$ cat config.mk
export PLATFORM = sky130hd
export DESIGN_NAME = message_packet_stream_parser
export DESIGN_NICKNAME = d
export VERILOG_FILES = /design/src/sv/mpsp_pkg.sv /design/src/sv/mpsp_decode.sv /design/src/sv/mpsp_emit.sv /design/src/sv/message_packet_stream_parser.sv
export SDC_FILE = /design/constraint.sdc
export NUM_CORES = 1
export LEC_CHECK = 0
export ABC_AREA = 1
export BUFFER_PORTS_ARGS = -buffer_cell sky130_fd_sc_hd__clkbuf_2
export CORE_MARGIN = 4
export CORE_UTILIZATION = 35
export CTS_BUF_LIST = sky130_fd_sc_hd__clkbuf_16
export DETAILED_ROUTE_END_ITERATION = 10
export PLACE_DENSITY = 0.55
export SYNTH_ARGS = -nofsm -noshare
export SYNTH_HDL_FRONTEND = slang
export SYNTH_SLANG_ARGS = --single-unit
export TNS_END_PERCENT = 10
$ cat constraint.sdc
create_clock -name clock -period 30.3 [get_ports clock]
set_input_delay 1.515 -clock clock [delete_from_list [all_inputs] [get_ports clock]]
set_output_delay 1.515 -clock clock [all_outputs]
set_load 0.02 [all_outputs]
$ cat src/sv/mpsp_pkg.sv
`timescale 1ns / 1ps
// ----------------------------------------------------------------------------
// mpsp_pkg
// Shared types and codes for the packet stream parser.
// ----------------------------------------------------------------------------
package mpsp_pkg;

   localparam int HdrBytes = 58;
   localparam int MsgBytes = 14;
   localparam int RunMax   = 22;

   localparam logic [2:0] EV_HDR_WORD = 3'd0;
   localparam logic [2:0] EV_MSG_WORD = 3'd1;
   localparam logic [2:0] EV_STR_BYTE = 3'd2;
   localparam logic [2:0] EV_STR_END  = 3'd3;
   localparam logic [2:0] EV_DONE     = 3'd4;
   localparam logic [2:0] EV_ERROR    = 3'd5;

   localparam logic [2:0] ERR_SMALL    = 3'd0;
   localparam logic [2:0] ERR_VERSION  = 3'd1;
   localparam logic [2:0] ERR_CAP      = 3'd2;
   localparam logic [2:0] ERR_MSG_TYPE = 3'd3;
   localparam logic [2:0] ERR_MSG_TRUNC = 3'd4;
   localparam logic [2:0] ERR_DATE_TRUNC = 3'd5;

   typedef enum logic [4:0] {
      PH_HEADER = 5'b00001,
      PH_MSG    = 5'b00010,
      PH_DATE   = 5'b00100,
      PH_STR    = 5'b01000,
      PH_IDLE   = 5'b10000
   } phase_type;

   // one result run, decoded from one request
   typedef struct packed {
      logic       hdr_run;    // 21 header words
      logic       msg_run;    // 6 message words
      logic       lead_valid; // single byte/end event first
      logic [2:0] lead_kind;
      logic [4:0] lead_id;
      logic [7:0] lead_val;
      logic       extra_end;  // date end at 20th byte
      logic [2:0] empty_from; // bare string ends from here to 4 (0 = none)
      logic       done;
      logic       err;
      logic [2:0] err_code;
      logic [1:0] pkind;
   } run_type;

   typedef struct packed {
      logic [2:0]  kind;
      logic [4:0]  id;
      logic [15:0] value;
      logic [1:0]  pkind;
      logic [2:0]  err;
      logic        last;
   } result_type;

endpackage

$ cat src/sv/mpsp_decode.sv
`timescale 1ns / 1ps
// ----------------------------------------------------------------------------
// mpsp_decode
// Byte parser: holds header buffers and phase, builds one run per request.
// ----------------------------------------------------------------------------
module mpsp_decode (
   input  logic                   clock,
   input  logic                   reset,
   input  logic                   accept,
   input  logic [7:0]             data_byte,
   input  logic                   final_byte,
   output mpsp_pkg::run_type      run,
   output logic                   run_any,
   output logic [15:0]            hdr_word [21],
   output logic [15:0]            msg_word [6]
);

   logic [7:0] hdr_ff [mpsp_pkg::HdrBytes];
   logic [7:0] msg_ff [mpsp_pkg::MsgBytes];
   logic [5:0] pos_ff, pos_in;
   mpsp_pkg::phase_type phase_ff, phase_in;
   logic [2:0] sn_ff, sn_in;
   logic       dend_ff, dend_in;
   logic [1:0] kind_ff, kind_in;

   logic [15:0] hw [27];
   logic [15:0] m0, cap, capv, swp;
   logic [2:0]  sn;

   always_comb begin
      for (int i = 0; i < 27; i++) begin
         hw[i] = {hdr_ff[2*i+1], hdr_ff[2*i]};
      end
      m0  = {msg_ff[1], msg_ff[0]};
      cap = hw[22];
      capv = hw[20];
      swp = {cap[7:0], cap[15:8]};
      for (int i = 0; i < 6; i++) begin
         msg_word[i] = (i == 5) ? {data_byte, msg_ff[12]}
                                : {msg_ff[2*i+3], msg_ff[2*i+2]};
      end
   end

   always_comb begin
      for (int i = 0; i < 21; i++) hdr_word[i] = 16'd0;
      for (int i = 0; i < 9; i++) hdr_word[i] = hw[i];
      hdr_word[10] = hw[11];
      hdr_word[11] = hw[12];
      if (cap == 16'd0) begin
         hdr_word[9]  = hw[10];
         hdr_word[12] = hw[17];
         hdr_word[13] = hw[18];
      end else begin
         hdr_word[14] = hw[17];
         hdr_word[15] = hw[18];
         hdr_word[16] = hw[19];
         hdr_word[17] = hw[21];
         hdr_word[18] = cap;
         hdr_word[12] = hw[23];
         hdr_word[13] = hw[24];
         hdr_word[19] = hw[25];
         hdr_word[20] = hw[26];
         hdr_word[9]  = (hw[10] == 16'hFFFF && hw[25] != 16'd0) ? hw[19] : hw[10];
      end
   end

   always_comb begin
      run = '0;
      run.pkind = kind_ff;
      pos_in = pos_ff;
      phase_in = phase_ff;
      sn_in = sn_ff;
      dend_in = dend_ff;
      kind_in = kind_ff;
      sn = (sn_ff < 3'd1) ? 3'd1 : ((sn_ff > 3'd4) ? 3'd4 : sn_ff);
      unique case (phase_ff)
         mpsp_pkg::PH_HEADER: begin
            if (pos_ff < 6'd57) begin
               pos_in = pos_ff + 6'd1;
               if (final_byte) begin
                  run.err = 1'b1;
                  run.err_code = mpsp_pkg::ERR_SMALL;
               end
            end else if (hw[9] != 16'h0002) begin
               run.err = 1'b1;
               run.err_code = mpsp_pkg::ERR_VERSION;
               phase_in = mpsp_pkg::PH_IDLE;
            end else if (cap != 16'd0 && swp != capv) begin
               run.err = 1'b1;
               run.err_code = mpsp_pkg::ERR_CAP;
               phase_in = mpsp_pkg::PH_IDLE;
            end else begin
               if (cap == 16'd0) kind_in = 2'd0;
               else if (hw[10] == 16'hFFFF && hw[25] != 16'd0) kind_in = 2'd2;
               else kind_in = 2'd1;
               run.pkind = kind_in;
               run.hdr_run = 1'b1;
               run.done = final_byte;
               phase_in = mpsp_pkg::PH_MSG;
               pos_in = 6'd0;
            end
         end
         mpsp_pkg::PH_MSG: begin
            if (pos_ff == 6'd0) begin
               if (final_byte) run.done = 1'b1;
               else pos_in = 6'd1;
            end else if (pos_ff == 6'd1 && {data_byte, msg_ff[0]} == 16'd0) begin
               run.done = 1'b1;
               phase_in = mpsp_pkg::PH_IDLE;
            end else if (pos_ff < 6'd13) begin
               if (final_byte) begin
                  run.err = 1'b1;
                  run.err_code = mpsp_pkg::ERR_MSG_TRUNC;
               end else pos_in = pos_ff + 6'd1;
            end else if (m0 != 16'h0002) begin
               run.err = 1'b1;
               run.err_code = mpsp_pkg::ERR_MSG_TYPE;
               phase_in = mpsp_pkg::PH_IDLE;
            end else begin
               run.msg_run = 1'b1;
               phase_in = mpsp_pkg::PH_DATE;
               pos_in = 6'd0;
               dend_in = 1'b0;
               if (final_byte) begin
                  run.err = 1'b1;
                  run.err_code = mpsp_pkg::ERR_DATE_TRUNC;
               end
            end
         end
         mpsp_pkg::PH_DATE: begin
            if (!dend_ff) begin
               run.lead_valid = 1'b1;
               run.lead_val = data_byte;
               if (data_byte == 8'd0) begin
                  run.lead_kind = mpsp_pkg::EV_STR_END;
                  dend_in = 1'b1;
               end else run.lead_kind = mpsp_pkg::EV_STR_BYTE;
            end
            if (pos_ff >= 6'd19) begin
               run.extra_end = !dend_in;
               phase_in = mpsp_pkg::PH_STR;
               sn_in = 3'd1;
               pos_in = 6'd0;
               if (final_byte) begin
                  run.empty_from = 3'd1;
                  run.done = 1'b1;
               end
            end else begin
               pos_in = pos_ff + 6'd1;
               if (final_byte) begin
                  run.err = 1'b1;
                  run.err_code = mpsp_pkg::ERR_DATE_TRUNC;
               end
            end
         end
         mpsp_pkg::PH_STR: begin
            run.lead_valid = 1'b1;
            run.lead_id = {2'b00, sn};
            run.lead_val = data_byte;
            if (data_byte != 8'd0) begin
               run.lead_kind = mpsp_pkg::EV_STR_BYTE;
               if (final_byte) begin
                  run.empty_from = sn;
                  run.done = 1'b1;
               end
            end else begin
               run.lead_kind = mpsp_pkg::EV_STR_END;
               if (sn >= 3'd4) begin
                  phase_in = mpsp_pkg::PH_MSG;
                  pos_in = 6'd0;
                  sn_in = 3'd0;
                  run.done = final_byte;
               end else begin
                  sn_in = sn + 3'd1;
                  if (final_byte) begin
                     run.empty_from = sn + 3'd1;
                     run.done = 1'b1;
                  end
               end
            end
         end
         default: ;
      endcase
      if (run.lead_kind == mpsp_pkg::EV_STR_END) run.lead_val = 8'd0;
      if (final_byte) begin
         pos_in = 6'd0;
         phase_in = mpsp_pkg::PH_HEADER;
         sn_in = 3'd0;
         dend_in = 1'b0;
         kind_in = 2'd0;
      end
   end

   assign run_any = run.hdr_run | run.msg_run | run.lead_valid | run.done | run.err;

   always_ff @(posedge clock) begin
      if (accept) begin
         if (phase_ff == mpsp_pkg::PH_HEADER) hdr_ff[pos_ff] <= data_byte;
         if (phase_ff == mpsp_pkg::PH_MSG)
            msg_ff[(pos_ff > 6'd13) ? 4'd13 : pos_ff[3:0]] <= data_byte;
      end
   end

   always_ff @(posedge clock) begin
      if (reset) begin
         pos_ff <= '0;
         phase_ff <= mpsp_pkg::PH_HEADER;
         sn_ff <= '0;
         dend_ff <= 1'b0;
         kind_ff <= '0;
      end else if (accept) begin
         pos_ff <= pos_in;
         phase_ff <= phase_in;
         sn_ff <= sn_in;
         dend_ff <= dend_in;
         kind_ff <= kind_in;
      end
   end

endmodule

$ cat src/sv/mpsp_emit.sv
`timescale 1ns / 1ps
// ----------------------------------------------------------------------------
// mpsp_emit
// Run register: holds one decoded run, plays it out one result per ready cycle.
// ----------------------------------------------------------------------------
module mpsp_emit (
   input  logic                   clock,
   input  logic                   reset,
   input  logic                   load,
   input  mpsp_pkg::run_type      run,
   input  logic [15:0]            hdr_word [21],
   input  logic [15:0]            msg_word [6],
   output logic                   busy,
   output logic                   out_valid,
   input  logic                   out_ready,
   output mpsp_pkg::result_type   out_res
);

   localparam int SlotMax = mpsp_pkg::RunMax;

   mpsp_pkg::result_type slot_ff [SlotMax];
   mpsp_pkg::result_type slot_in [SlotMax];
   logic [4:0] cnt_ff, cnt_in, idx_ff, idx_in;
   logic [4:0] n;

   function automatic mpsp_pkg::result_type mk(logic [2:0] k, logic [4:0] id,
         logic [15:0] v, logic [1:0] pk, logic [2:0] e);
      mpsp_pkg::result_type r;
      r.kind = k; r.id = id; r.value = v; r.pkind = pk; r.err = e; r.last = 1'b0;
      return r;
   endfunction

   always_comb begin
      n = 5'd0;
      for (int i = 0; i < SlotMax; i++) slot_in[i] = '0;
      if (run.hdr_run) begin
         for (int i = 0; i < 21; i++)
            slot_in[i] = mk(mpsp_pkg::EV_HDR_WORD, 5'(i), hdr_word[i], run.pkind, 3'd0);
         n = 5'd21;
      end
      if (run.msg_run) begin
         for (int i = 0; i < 6; i++)
            slot_in[i] = mk(mpsp_pkg::EV_MSG_WORD, 5'(21 + i), msg_word[i], run.pkind, 3'd0);
         n = 5'd6;
      end
      if (run.lead_valid) begin
         slot_in[0] = mk(run.lead_kind, run.lead_id, {8'd0, run.lead_val}, run.pkind, 3'd0);
         n = 5'd1;
         if (run.extra_end) begin
            slot_in[1] = mk(mpsp_pkg::EV_STR_END, 5'd0, 16'd0, run.pkind, 3'd0);
            n = 5'd2;
         end
      end
      // bare string ends; n is at most 2 here
      if (run.empty_from != 3'd0) begin
         for (int s = 1; s <= 4; s++) begin
            if (3'(s) >= run.empty_from) begin
               slot_in[n] = mk(mpsp_pkg::EV_STR_END, 5'(s), 16'd0, run.pkind, 3'd0);
               n = n + 5'd1;
            end
         end
      end
      if (run.done) begin
         slot_in[n] = mk(mpsp_pkg::EV_DONE, 5'd0, 16'd0, run.pkind, 3'd0);
         n = n + 5'd1;
      end else if (run.err) begin
         slot_in[n] = mk(mpsp_pkg::EV_ERROR, 5'd0, 16'd0, run.pkind, run.err_code);
         n = n + 5'd1;
      end
      if (n != 5'd0) slot_in[n - 5'd1].last = 1'b1;
   end

   assign out_valid = (idx_ff != cnt_ff);
   assign out_res = slot_ff[idx_ff];
   // free when empty or on the last pop
   assign busy = out_valid && !(out_ready && (idx_ff + 5'd1 == cnt_ff));

   always_comb begin
      idx_in = idx_ff;
      cnt_in = cnt_ff;
      if (out_valid && out_ready) idx_in = idx_ff + 5'd1;
      if (load) begin
         idx_in = 5'd0;
         cnt_in = n;
      end
   end

   always_ff @(posedge clock) begin
      if (load) slot_ff <= slot_in;
   end

   always_ff @(posedge clock) begin
      if (reset) begin
         idx_ff <= '0;
         cnt_ff <= '0;
      end else begin
         idx_ff <= idx_in;
         cnt_ff <= cnt_in;
      end
   end

endmodule

$ cat src/sv/message_packet_stream_parser.sv
`timescale 1ns / 1ps
// ----------------------------------------------------------------------------
// message_packet_stream_parser
// Type-2 family packet parser: bytes in, header/message/string events out.
// ----------------------------------------------------------------------------
// One request byte is taken per cycle while not busy. A byte that yields
// results loads a run register and the run plays out one result per cycle
// while rsp_tready is high (up to 22 for the packet header); a new request is
// taken in the cycle the run's last result is taken; run length sets the stall.
module message_packet_stream_parser (
   input  logic        clock,
   input  logic        reset,
   input  logic        req_tvalid,
   output logic        req_tready,
   input  logic [7:0]  req_tdata,   // data_byte
   input  logic        req_tlast,   // final_byte
   output logic        rsp_tvalid,
   input  logic        rsp_tready,
   output logic [31:0] rsp_tdata,   // event_kind, field_id, field_value, packet_kind, error_code
   output logic        rsp_tlast    // run_last
);

   mpsp_pkg::run_type    run;
   mpsp_pkg::result_type res;
   logic        run_any, busy, accept;
   logic [15:0] hdr_word [21];
   logic [15:0] msg_word [6];

   assign req_tready = !busy;
   assign accept = req_tvalid && req_tready;

   mpsp_decode u_decode (
      .clock(clock), .reset(reset), .accept(accept),
      .data_byte(req_tdata), .final_byte(req_tlast),
      .run(run), .run_any(run_any), .hdr_word(hdr_word), .msg_word(msg_word)
   );

   mpsp_emit u_emit (
      .clock(clock), .reset(reset), .load(accept && run_any), .run(run),
      .hdr_word(hdr_word), .msg_word(msg_word), .busy(busy),
      .out_valid(rsp_tvalid), .out_ready(rsp_tready), .out_res(res)
   );

   assign rsp_tdata = {3'd0, res.err, res.pkind, res.value, res.id, res.kind};
   assign rsp_tlast = res.last;

endmodule
* After elaboration in Yosys (flattened, before gate mapping)
Memories as Yosys holds them, arrays and structs flattened. Index checks and enable logic that the tools add are counted.
Word-level totals: word-level logic and storage cells 398, RAM bits 576, flip-flop bits (word level) 687, output and inout bits 35, memories 2
Cells by class: $add $sub $neg 9, mux-type cells 154, reductions and logical operators 34, order comparisons 24, equality and inequality tests 25, bitwise logic cells 11
Memory list:
- u_decode.hdr_ff | depth 58, bits a word 8, read ports 46, clocked after Yosys merged registers in 0, write ports 1, RTL line mpsp_decode.sv:18 | logic [7:0] hdr_ff [mpsp_pkg::HdrBytes];
- u_decode.msg_ff | depth 14, bits a word 8, read ports 13, clocked after Yosys merged registers in 0, write ports 1, RTL line mpsp_decode.sv:19 | logic [7:0] msg_ff [mpsp_pkg::MsgBytes];
Operators by type and width (count):
- $mux 660 | 11
- $bwmux 660 | 7
- $demux 30 s5 | 6
- $mux 622 | 1
- $mux 30 | 8
- $mux 178 | 1
- $bmux 30 s5 | 1
- $mux 5 | 25
- $mux 112 | 1
- $mux 6 | 11
- $mux 4 | 16
- $mux 60 | 1
- $ge 6x6->1 const B | 7
- $not 5->6 | 7
- $lt 6x1->1 const B | 6
- $mux 1 | 34
- $logic_not 16->1 | 2
- $mux 16 | 2
- $mux 32 | 1
- $ne 16x2->1 const B | 2
- $reduce_bool 16->1 | 2
- $add 5x1->5 const B | 6
- $mux 3 | 8
- $pmux 6 s4 | 1
- 48 further kinds | 90

* Logic depth before layout (Yosys ltp)
Gate-level depths: netlist (run 1). An unclocked memory read counts as a cell.
depth in word-level cells 33, mapped depth 36

* By module
A second synthesis (run 1) with hierarchy kept.
Second synthesis, totals: cells, all modules 4980, area, all modules 51219.1 um^2
By module, submodules not included:
- mpsp_emit | instances 1, seq. area each 18818.0 um^2, cells an instance 3616, area an instance 32892.8 um^2
- mpsp_decode | instances 1, seq. area each 14513.9 um^2, cells an instance 1355, area an instance 18276.3 um^2
- message_packet_stream_parser | instances 1, seq. area each 0.0 um^2, cells an instance 9, area an instance 50.0 um^2

* Worst setup path before layout (run 1)
No wires, ideal clock.
kind input to register, from input port rsp_tready, to register u_emit.cnt_ff[4], cell stages on the path 8, data required time 30.111 ns, setup slack 6.953 ns, buffers on the path 1, data arrival time 23.158 ns, cell sequence nand4_1 -> o41ai_1 -> and2_1 -> clkinv_1 -> a31oi_2 -> or2_2 -> buf_2 -> o22ai_1
Between the ends: longest elaborated chain between the ends 6
Ends and longest elaborated chain:
- start, declared | RTL line message_packet_stream_parser.sv:18 | input logic rsp_tready,
- $logic_and 1x1->1 | RTL line mpsp_emit.sv:76 | assign busy = out_valid && !(out_ready && (idx_ff + 5'd1 == cnt_ff));
- $logic_not 1->1 | RTL line mpsp_emit.sv:76
- $logic_and 1x1->1 | RTL line mpsp_emit.sv:76
- $logic_not 1->1 | RTL line message_packet_stream_parser.sv:29 | assign req_tready = !busy;
- named net req_tready | RTL line message_packet_stream_parser.sv:14 | output logic req_tready,
- $logic_and 1x1->1 | RTL line message_packet_stream_parser.sv:30 | assign accept = req_tvalid && req_tready;
- $logic_and 1x1->1 | RTL line message_packet_stream_parser.sv:39 | .clock(clock), .reset(reset), .load(accept && run_any), .run(run),
- named net u_emit.load | RTL line mpsp_emit.sv:9 | input logic load,
- end signal, assigned | RTL line mpsp_emit.sv:98 | cnt_ff <= cnt_in;
- end, declared | RTL line mpsp_emit.sv:23 | logic [4:0] cnt_ff, cnt_in, idx_ff, idx_in;
The timed path passes the listed nets, and every way through them passes these cells. A chain may end at the register's enable or synchronous reset.

* Worst setup path after layout (run 1)
from register u_emit.idx_ff[1], to register u_emit.slot_ff[302] in the netlist's numbering, enable pin
Between the ends: longest elaborated chain between the ends 8
Ends and longest elaborated chain:
- start, declared | RTL line mpsp_emit.sv:23
- start signal, assigned | RTL line mpsp_emit.sv:97 | idx_ff <= idx_in;
- $add 5x1->5 | RTL line mpsp_emit.sv:76
- $eq 5x5->1 | RTL line mpsp_emit.sv:76
- $logic_and 1x1->1 | RTL line mpsp_emit.sv:76
- $logic_not 1->1 | RTL line mpsp_emit.sv:76
- $logic_and 1x1->1 * | RTL line mpsp_emit.sv:76
- $logic_not 1->1 * | RTL line message_packet_stream_parser.sv:29
- $logic_and 1x1->1 * | RTL line message_packet_stream_parser.sv:30
- $logic_and 1x1->1 * | RTL line message_packet_stream_parser.sv:39
- named net u_emit.load | RTL line mpsp_emit.sv:9
- end signal, assigned | RTL line mpsp_emit.sv:89 | if (load) slot_ff <= slot_in;
- end, declared | RTL line mpsp_emit.sv:21 | mpsp_pkg::result_type slot_ff [SlotMax];
Mark *: on every way through the listed nets, which the timed path passes. The rest lies on a longest branch.

==> results.yml, run 1 <==
power_and_ir_drop:
  p_switching_mw: 1.51
  total_leakage_power_nw: 19.9
  switching_share: 0.333
  worst_ir_drop_vdd_mv: 0.0898
  share_clk_of_total_power: 0.313
  power_per_cell_area_mw_per_mm2: 83.7
  share_seq_of_total_power: 0.447
  fraction_of_power_consumed_by_combinational_cells: 0.240
  p_int_mw: 3.02
timing:
  setup_total_negative_slack_ps: 0
  fin_crit_sh: 0.238
  rsz0062_at_grt: "false"
  final-setup-viol-count: 0
  worst_clock_skew_ps: 52.7
  slew_at_the_pin_closest_to_its_max_slew_limit_ps: 1290
  max-slew-margin-rel: 0.131
  maxSlewViolCount: 0
  timing.fmax_mhz: 139
  timing.final.hold_violations: 0
  timing.final.crit_period_ps: 7210
route:
  wire_per_inst_um: 22.3
  first_iter_violations: 3343
  totalWireLength_mm: 136
  drc: 0
  route.detailed.vias_per_inst: 5.22
  firstDrtPassIters: 5
  number_of_nets_with_antenna_violations_after_routing: 0
  count_of_vias_placed_by_the_detailed_router: 31800
yosys:
  synth_compound_gate_area_share: 0.115
  synth_async_sr_flop_share: 0
  synth_edf_count: 1091
  post_synth_mux_area_share: 0
  post_synth_fa_ha_maj_area_fraction: 0.00652
  cell_area_after_synthesis_mm2: 0.0480
  synth_xor_xnor_area_share: 0.00109
  synth_top_family_by_area: "simple AND/OR/NAND/NOR gates"
  synthesis.instances: 4172
  synthesized_flop_and_latch_total: 1118
  synthSimpleGateAreaFrac: 0.131
  cell_variety_after_synth: 64
  synthesized_area_per_cell_um2: 11.5
  ys_warn_count: 0
  ys_seq_area_frac: 0.694
  ys_dominant_reg_cell: "edfxtp_1"
cells_and_area:
  n_antenna_cell: 0
  final_layout_size_suffix_gt1_frac: 0.0964
  final_net_count: 4267
  layout_common_cells: "1091 x edfxtp_1, 724 x nor2_1, 463 x nand2_1, 416 x o21ai_0, 409 x inv_1"
  total_non_filler_cell_area_in_the_finished_layout_mm2: 0.0541
  fillers: 12900
  final_common_cell: "edfxtp_1"
  area_growth_pct: 12.7
job:
  maxCapViolations: 0
clock_network:
  cts.repair.resized: 0
  cts_root_buffer: "clkbuf_16"
  clk_latency_ps: 750
  numCtsBuffers: 113
  clock_sinks: 1118
  cts.path.max_buffers: 3
  ctsHoldBuffers: 0
  clock_tree.htree_level_count: 3
  clk_transition_reported_paths_ps: 60
  post_cts_buffers: 0
  cts_tree: "built"
die:
  fp.dieArea_mm2: 0.143
  core_area_mm2: 0.136
  rows: 135
  io_pins: 48
  chipWidth_um: 378
  initial_core_utilization: 0.354
  chipHeight_um: 378
global_routing:
  first_pass_grt_wire_length_mm: 200
  grt.met3_usage: 0.0271
  grt.busiest_layer: "met2"
  globalRoute.totalOverflow: 0
  grtUsageMet1: 0.267
  grt_usage: 0.187
  maximum_number_of_pins_on_one_net_before_global_route_repair: 185
  use_met2: 0.299
  first_global_vias: 30500
  grt_antenna_before_repair: 1
placed_design:
  final_replace_weighted_congestion: 0.917
  hpwlAfterDp_mm: 83.5
  portBuffers: 44
  placed_cell_area_mm2: 0.0504
setup_path:
  timing.critical_path.required_ps: 30670
  largest_fanout_of_any_net_on_the_critical_path: 90
  crit_type: "flip-flop to flip-flop"
  timing.critical_path.arrival_ps: 7580
  cp-startpoint: "u_emit.idx_ff[1]$_SDFFE_PP0P_"
  worstSetupEndpointType: "flip-flop"
  r2r-start: "u_emit.idx_ff[1]$_SDFFE_PP0P_"
  r2r_slack_ps: 23090
  startpoint_type: "flip-flop"
min_path:
  hold_class: "flip-flop to flip-flop"
  start_point_of_the_worst_hold_path: "u_decode.kind_ff[1]$_SDFFE_PP0P_"
outcome:
  run_status: "finished clean"
[registers in the layout, summed over array words and instances (netlist names)]
register           flops
u_emit.slot_ff       619
u_decode.phase_ff      5
u_decode.dend_ff       1
u_emit.cnt_ff          5
u_decode.hdr_ff      368
u_emit.idx_ff          5
u_decode.msg_ff      104
u_decode.sn_ff         3
u_decode.kind_ff       2
u_decode.pos_ff        6
[critical path: stages (launching register included)]
cell and delay (ps):
dfxtp_4 700, nand2_1 550, nor2_1 340, o22ai_1 120, o41ai_2 910, and2_1 400, clkinv_1 420, a31oi_4 810
buf_4 750, buf_4 970, buf_4 700
[layout make-up]
class	count	area, µm²	share of cell area
clock buffer	115	2880	0.0532
clock inverter	95	882	0.0163
inverter	438	1660	0.0306
multi-input combinational	2469	12500	0.232
sequential	1118	33300	0.616
tap	1781	2230	0.0412
timing repair buffer	89	621	0.0115
[final timing paths]
check / end / cells after the start
worst min-delay path: u_decode.kind_ff[1]$_SDFFE_PP0P_ / 2
worst min register to register: u_decode.kind_ff[1]$_SDFFE_PP0P_ / 2
worst max-delay path: u_emit.slot_ff[302]$_SDFFCE_PP0P_ / 10
worst max register to register: u_emit.slot_ff[302]$_SDFFCE_PP0P_ / 10
[per-layer routing]
metal  wire length, µm  vias to the layer above  part of all wire
li1                  -                    14800                 -
met1             61300                    15800              0.45
met2             63200                     1052              0.46
met3              8150                      202             0.060
met4              3410                        0             0.025
met5                 0                        -                 0
[kinds of logic after synthesis]
group                    count (synthesis)
AO/OA/AOI/OAI                          896
XOR/XNOR                                 6
adder cells (fa/ha/maj)                 25
buffers and inverters                  658
flip-flops                            1118
other                                    1
AND/OR/NAND/NOR                       1468
[metrics by stage]
step	power, mW	setup slack, ps	std cells	utilization	hold WS [ps]
2_1_floorplan	2.96	6950	4245	-	444
3_3_place_gp	3.15	22480	5895	0.371	457
3_5_place_dp	3.16	22320	5895	0.371	466
4_1_cts	4.57	22680	6105	0.398	475
5_1_grt	4.72	22610	6105	0.398	507
6_report	4.53	23090	6105	0.398	471
[synth_stat cells, types with 6 or more instances]
cell / n / area share
edfxtp_1: 1091 / 0.68
nor2_1: 726 / 0.057
nand2_1: 463 / 0.036
o21ai_0: 417 / 0.043
inv_1: 390 / 0.030
clkbuf_1: 191 / 0.015
o22ai_1: 110 / 0.014
a21oi_1: 77 / 0.0080
nand3_1: 69 / 0.0072
a22o_1: 63 / 0.011
a211oi_1: 49 / 0.0077
nor3_1: 48 / 0.0050
inv_2: 43 / 0.0034
o221ai_1: 33 / 0.0060
nand4_1: 31 / 0.0040
dfxtp_1: 27 / 0.011
ha_1: 25 / 0.0065
o21ai_1: 25 / 0.0026
a21oi_2: 23 / 0.0042
nand2_2: 21 / 0.0027
nor2_2: 21 / 0.0027
nor3b_1: 20 / 0.0031
o211ai_1: 19 / 0.0030
nor4_1: 17 / 0.0022
o31ai_1: 14 / 0.0022
a32oi_1: 13 / 0.0024
buf_1: 13 / 0.0010
nand2_4: 13 / 0.0030
a32o_1: 12 / 0.0025
a31oi_1: 11 / 0.0014
nand3_2: 11 / 0.0023
nor2_4: 9 / 0.0021
buf_4: 7 / 0.0011
o2111ai_1: 7 / 0.0013
buf_2: 6 / 0.00063
[power groups by stage]
stage	registers (mW)	logic [mW]	clock network [mW]
after floorplan	2.30	0.668	0
after global placement	2.05	1.09	0
after detailed placement	2.06	1.10	0
after CTS	2.02	1.10	1.44
after global routing	2.04	1.18	1.50
final	2.03	1.09	1.42
Power figures use the tool's default switching activity.
==> inputs of run 2 (changes only) <==
--- a/config.mk
+++ b/config.mk
@@ -5,13 +5,13 @@
 export SDC_FILE = /design/constraint.sdc
 export NUM_CORES = 1
 export LEC_CHECK = 0
-export ABC_AREA = 1
+export ABC_AREA = 0
 export BUFFER_PORTS_ARGS = -buffer_cell sky130_fd_sc_hd__clkbuf_2
 export CORE_MARGIN = 4
 export CORE_UTILIZATION = 35
 export CTS_BUF_LIST = sky130_fd_sc_hd__clkbuf_16
 export DETAILED_ROUTE_END_ITERATION = 10
-export PLACE_DENSITY = 0.55
+export PLACE_DENSITY = 0.57
 export SYNTH_ARGS = -nofsm -noshare
 export SYNTH_HDL_FRONTEND = slang
 export SYNTH_SLANG_ARGS = --single-unit
==> constraint.sdc (replaced) <==
create_clock -name clock -period 6 [get_ports clock]
set_input_delay 0.3 -clock clock [delete_from_list [all_inputs] [get_ports clock]]
set_output_delay 0.3 -clock clock [all_outputs]
set_load 0.02 [all_outputs]
==> results.yml, run 2 <==
power_and_ir_drop:
  power_per_cell_area_mw_per_mm2: 369
  total_leakage_power_nw: 18.2
  worst_ir_drop_vdd_mv: 0.297
die:
  chipHeight_um: 374
  io_pins: 48
  fp.dieArea_mm2: 0.140
  chipWidth_um: 374
  core_area_mm2: 0.132
  initial_core_utilization: 0.354
  rows: 133
cells_and_area:
  regMostFlops: "u_emit.slot_ff"
  final_net_count: 3241
  largest_register_ff_count: 619
  final_layout_size_suffix_gt1_frac: 0.176
  final_common_cell: "edfxtp_1"
  area_growth_pct: 14.6
  layout_common_cells: "1091 x edfxtp_1, 233 x nor2_1, 202 x nand2_1, 157 x mux4_2"
timing:
  timing.final.hold_violations: 0
  timing.fmax_mhz: 176
  whs_ps: 86.2
  fin_crit_sh: 0.947
  worst_clock_skew_ps: 41.5
  final-setup-viol-count: 0
  setup_total_negative_slack_ps: 0
  rsz0062_at_grt: "false"
  timing.final.crit_period_ps: 5680
  max-slew-margin-rel: 0.229
  maxSlewViolCount: 0
  slew_at_the_pin_closest_to_its_max_slew_limit_ps: 1150
setup_path:
  worstSetupEndpointType: "flip-flop"
  r2r-start: "u_decode.pos_ff[0]$_SDFFE_PP0P_"
  r2r_end: "u_emit.slot_ff[382]$_DFFE_PP_"
  timing.critical_path.required_ps: 6430
  largest_fanout_of_any_net_on_the_critical_path: 13
  worst-r2r-cell-count: 22
  worst_path_most_repeated_cell: "ha_1"
  r2r_slack_ps: 320
  startpoint_type: "flip-flop"
  cp_slowest_stage_delay_ps: 530
  crit_path_cell_trace: "ha_1 > o31a_1 > o211ai_1 > nor3_2 > buf_4 > nor2_1 > inv_1 > ha_1 > and2_1 > ha_1 > nor2_1 > ha_1 > nor2_2 > ha_2 > o21ai_0 > o22a_1 > xnor2_1 > o21ai_2 > or3_4 > nor3_4 > a211oi_1 > or2_1"
  timing.critical_path.arrival_ps: 6110
  critical-path-slowest-cell: "or3_4"
  crit_type: "flip-flop to flip-flop"
clock_network:
  cts.path.max_buffers: 3
  clk_transition_reported_paths_ps: 70
  cts_tree: "built"
  cts_root_buffer: "clkbuf_16"
  numCtsBuffers: 107
  clock_tree.htree_level_count: 3
  clk_latency_ps: 710
  clock_sinks: 1118
yosys:
  ys_dominant_reg_cell: "edfxtp_1"
  synthSimpleGateAreaFrac: 0.101
  synth_top_family_by_area: "simple AND/OR/NAND/NOR gates"
  synthesis.instances: 3011
  synth_xor_xnor_area_share: 0.00866
  cell_area_after_synthesis_mm2: 0.0468
  synth.most_common_cell: "edfxtp_1"
  synth_compound_gate_area_share: 0.0691
  post_synth_fa_ha_maj_area_fraction: 0.00668
  synth_largest_area_cell: "edfxtp_1"
  synthesized_flop_and_latch_total: 1118
  synth_largest_type_area_fraction: 0.700
  synth_area_leaders: "edfxtp_1 70%, mux4_2 7.6%, nor2_1 1.9%, and2_1 1.8%, nand2_1 1.6%"
  post_synth_mux_area_share: 0.0825
  ys_seq_area_frac: 0.711
  ys_warn_count: 0
  synthesized_area_per_cell_um2: 15.5
  cell_variety_after_synth: 91
  yosys-top-cells-count: "1091 x edfxtp_1, 238 x nor2_1, 203 x nand2_1"
  synth_async_sr_flop_share: 0
  synth_edf_count: 1091
route:
  number_of_nets_with_antenna_violations_after_routing: 0
  count_of_vias_placed_by_the_detailed_router: 27000
  firstDrtPassIters: 5
  drc: 0
  first_iter_violations: 2731
  wire_per_inst_um: 24.3
  route.detailed.vias_per_inst: 5.35
  totalWireLength_mm: 123
placed_design:
  final_replace_weighted_congestion: 0.895
  hpwlAfterDp_mm: 77.6
  portBuffers: 44
global_routing:
  grt_usage: 0.172
  first_pass_grt_wire_length_mm: 181
  grt_antenna_before_repair: 6
  maximum_number_of_pins_on_one_net_before_global_route_repair: 198
  globalRoute.totalOverflow: 0
  first_global_vias: 26600
min_path:
  hold_class: "input pin to flip-flop"
  min_path_cells: 2
  start_point_of_the_worst_hold_path: "req_tdata[5]"
  hold_path_end: "u_decode.hdr_ff[20][5]$_DFFE_PP_"
outcome:
  run_status: "finished clean"
job:
  maxCapViolations: 0
run 2: cell count changes after synthesis, sizes merged, moves of 104 or more:
cell   change
and2     +136
inv      -370
mux4     +157
nand2    -293
nor2     -516
o21ai    -367
o22ai    -104
run 2: area by class of cell:
type / count / area, µm²
fill: 12100 / 78500
sequential: 1118 / 33300
multi-input combinational: 1722 / 13000
clock buffer: 110 / 2750
tap: 1755 / 2200
timing repair buffer: 190 / 1540
clock inverter: 87 / 576
inverter: 64 / 253
antenna: 3 / 7.51
run 2: logic make-up (layout without fill, tap and decap cells):
kind of cell | count (synthesis) | count (layout)
AOI/OAI and AO/OA | 474 | 474
xor gates and xnor gates | 40 | 40
DFF | 1118 | 1118
other | 1 | 77
and+or+nand+nor | 920 | 920
buffers and inverters | 244 | 451
adders and majority gates | 25 | 25
muxes | 189 | 189
run 2: what timing repair did:
action	4_1_cts	5_1_grt
buffers inserted	0	2
hold buffers	1	0
hold endpoints to repair	3	0
setup endpoints to repair	0	99
resized for setup	0	13
run 2: metrics by stage:
| stage | instances | instance area (µm²) | power (mW) | setup WS, ps | util |
|---|---|---|---|---|---|
| floorplan | 3084 | 47200 | 12.6 | -5510 | - |
| global placement | 4846 | 50200 | 13.6 | -305 | 0.380 |
| detailed placement | 4846 | 50200 | 13.6 | -305 | 0.380 |
| CTS | 5044 | 53600 | 20.0 | 148 | 0.405 |
| global route | 5046 | 53600 | 20.6 | 15.2 | 0.406 |
| finish | 5049 | 53600 | 19.8 | 319 | 0.406 |
run 2: power by group:
group	internal [mW]	total [mW]	switching, mW
Sequential	9.70	9.97	0.278
Combinational	1.34	3.40	2.06
Clock	3.53	6.43	2.90
Total	14.6	19.8	5.24
run 2: worst max path at each step:
stage,cells past startpoint,endpoint,from
2_1_floorplan,11,u_emit.idx_ff[0]$_SDFFE_PP0P_,req_tdata[3]
3_5_place_dp,20,u_emit.slot_ff[638]$_DFFE_PP_,req_tdata[5]
6_report,22,u_emit.slot_ff[382]$_DFFE_PP_,u_decode.pos_ff[0]$_SDFFE_PP0P_
5_1_grt,22,u_emit.slot_ff[382]$_DFFE_PP_,u_decode.pos_ff[0]$_SDFFE_PP0P_
3_3_place_gp,20,u_emit.slot_ff[637]$_DFFE_PP_,req_tdata[5]
4_1_cts,22,u_emit.slot_ff[640]$_DFFE_PP_,u_decode.pos_ff[0]$_SDFFE_PP0P_
run 2: worst max-delay path, delay by kind of cell (launching register included):
kind	cells	cell delay (ps)
AOI/OAI and AO/OA	6	1320
buffers and inverters	2	240
adders and majority gates	5	1440
and+or+nand+nor	8	1780
DFF	1	400
xor gates and xnor gates	1	240
run 2: metal layers:
metal / vias to the layer above / global-route usage / routed length [µm]
li1: 12000 / - / -
met5: - / 0 / 0
met3: 191 / 0.0291 / 7260
met2: 902 / 0.277 / 58400
met1: 13900 / 0.241 / 53600
met4: 0 / 0.0488 / 3370
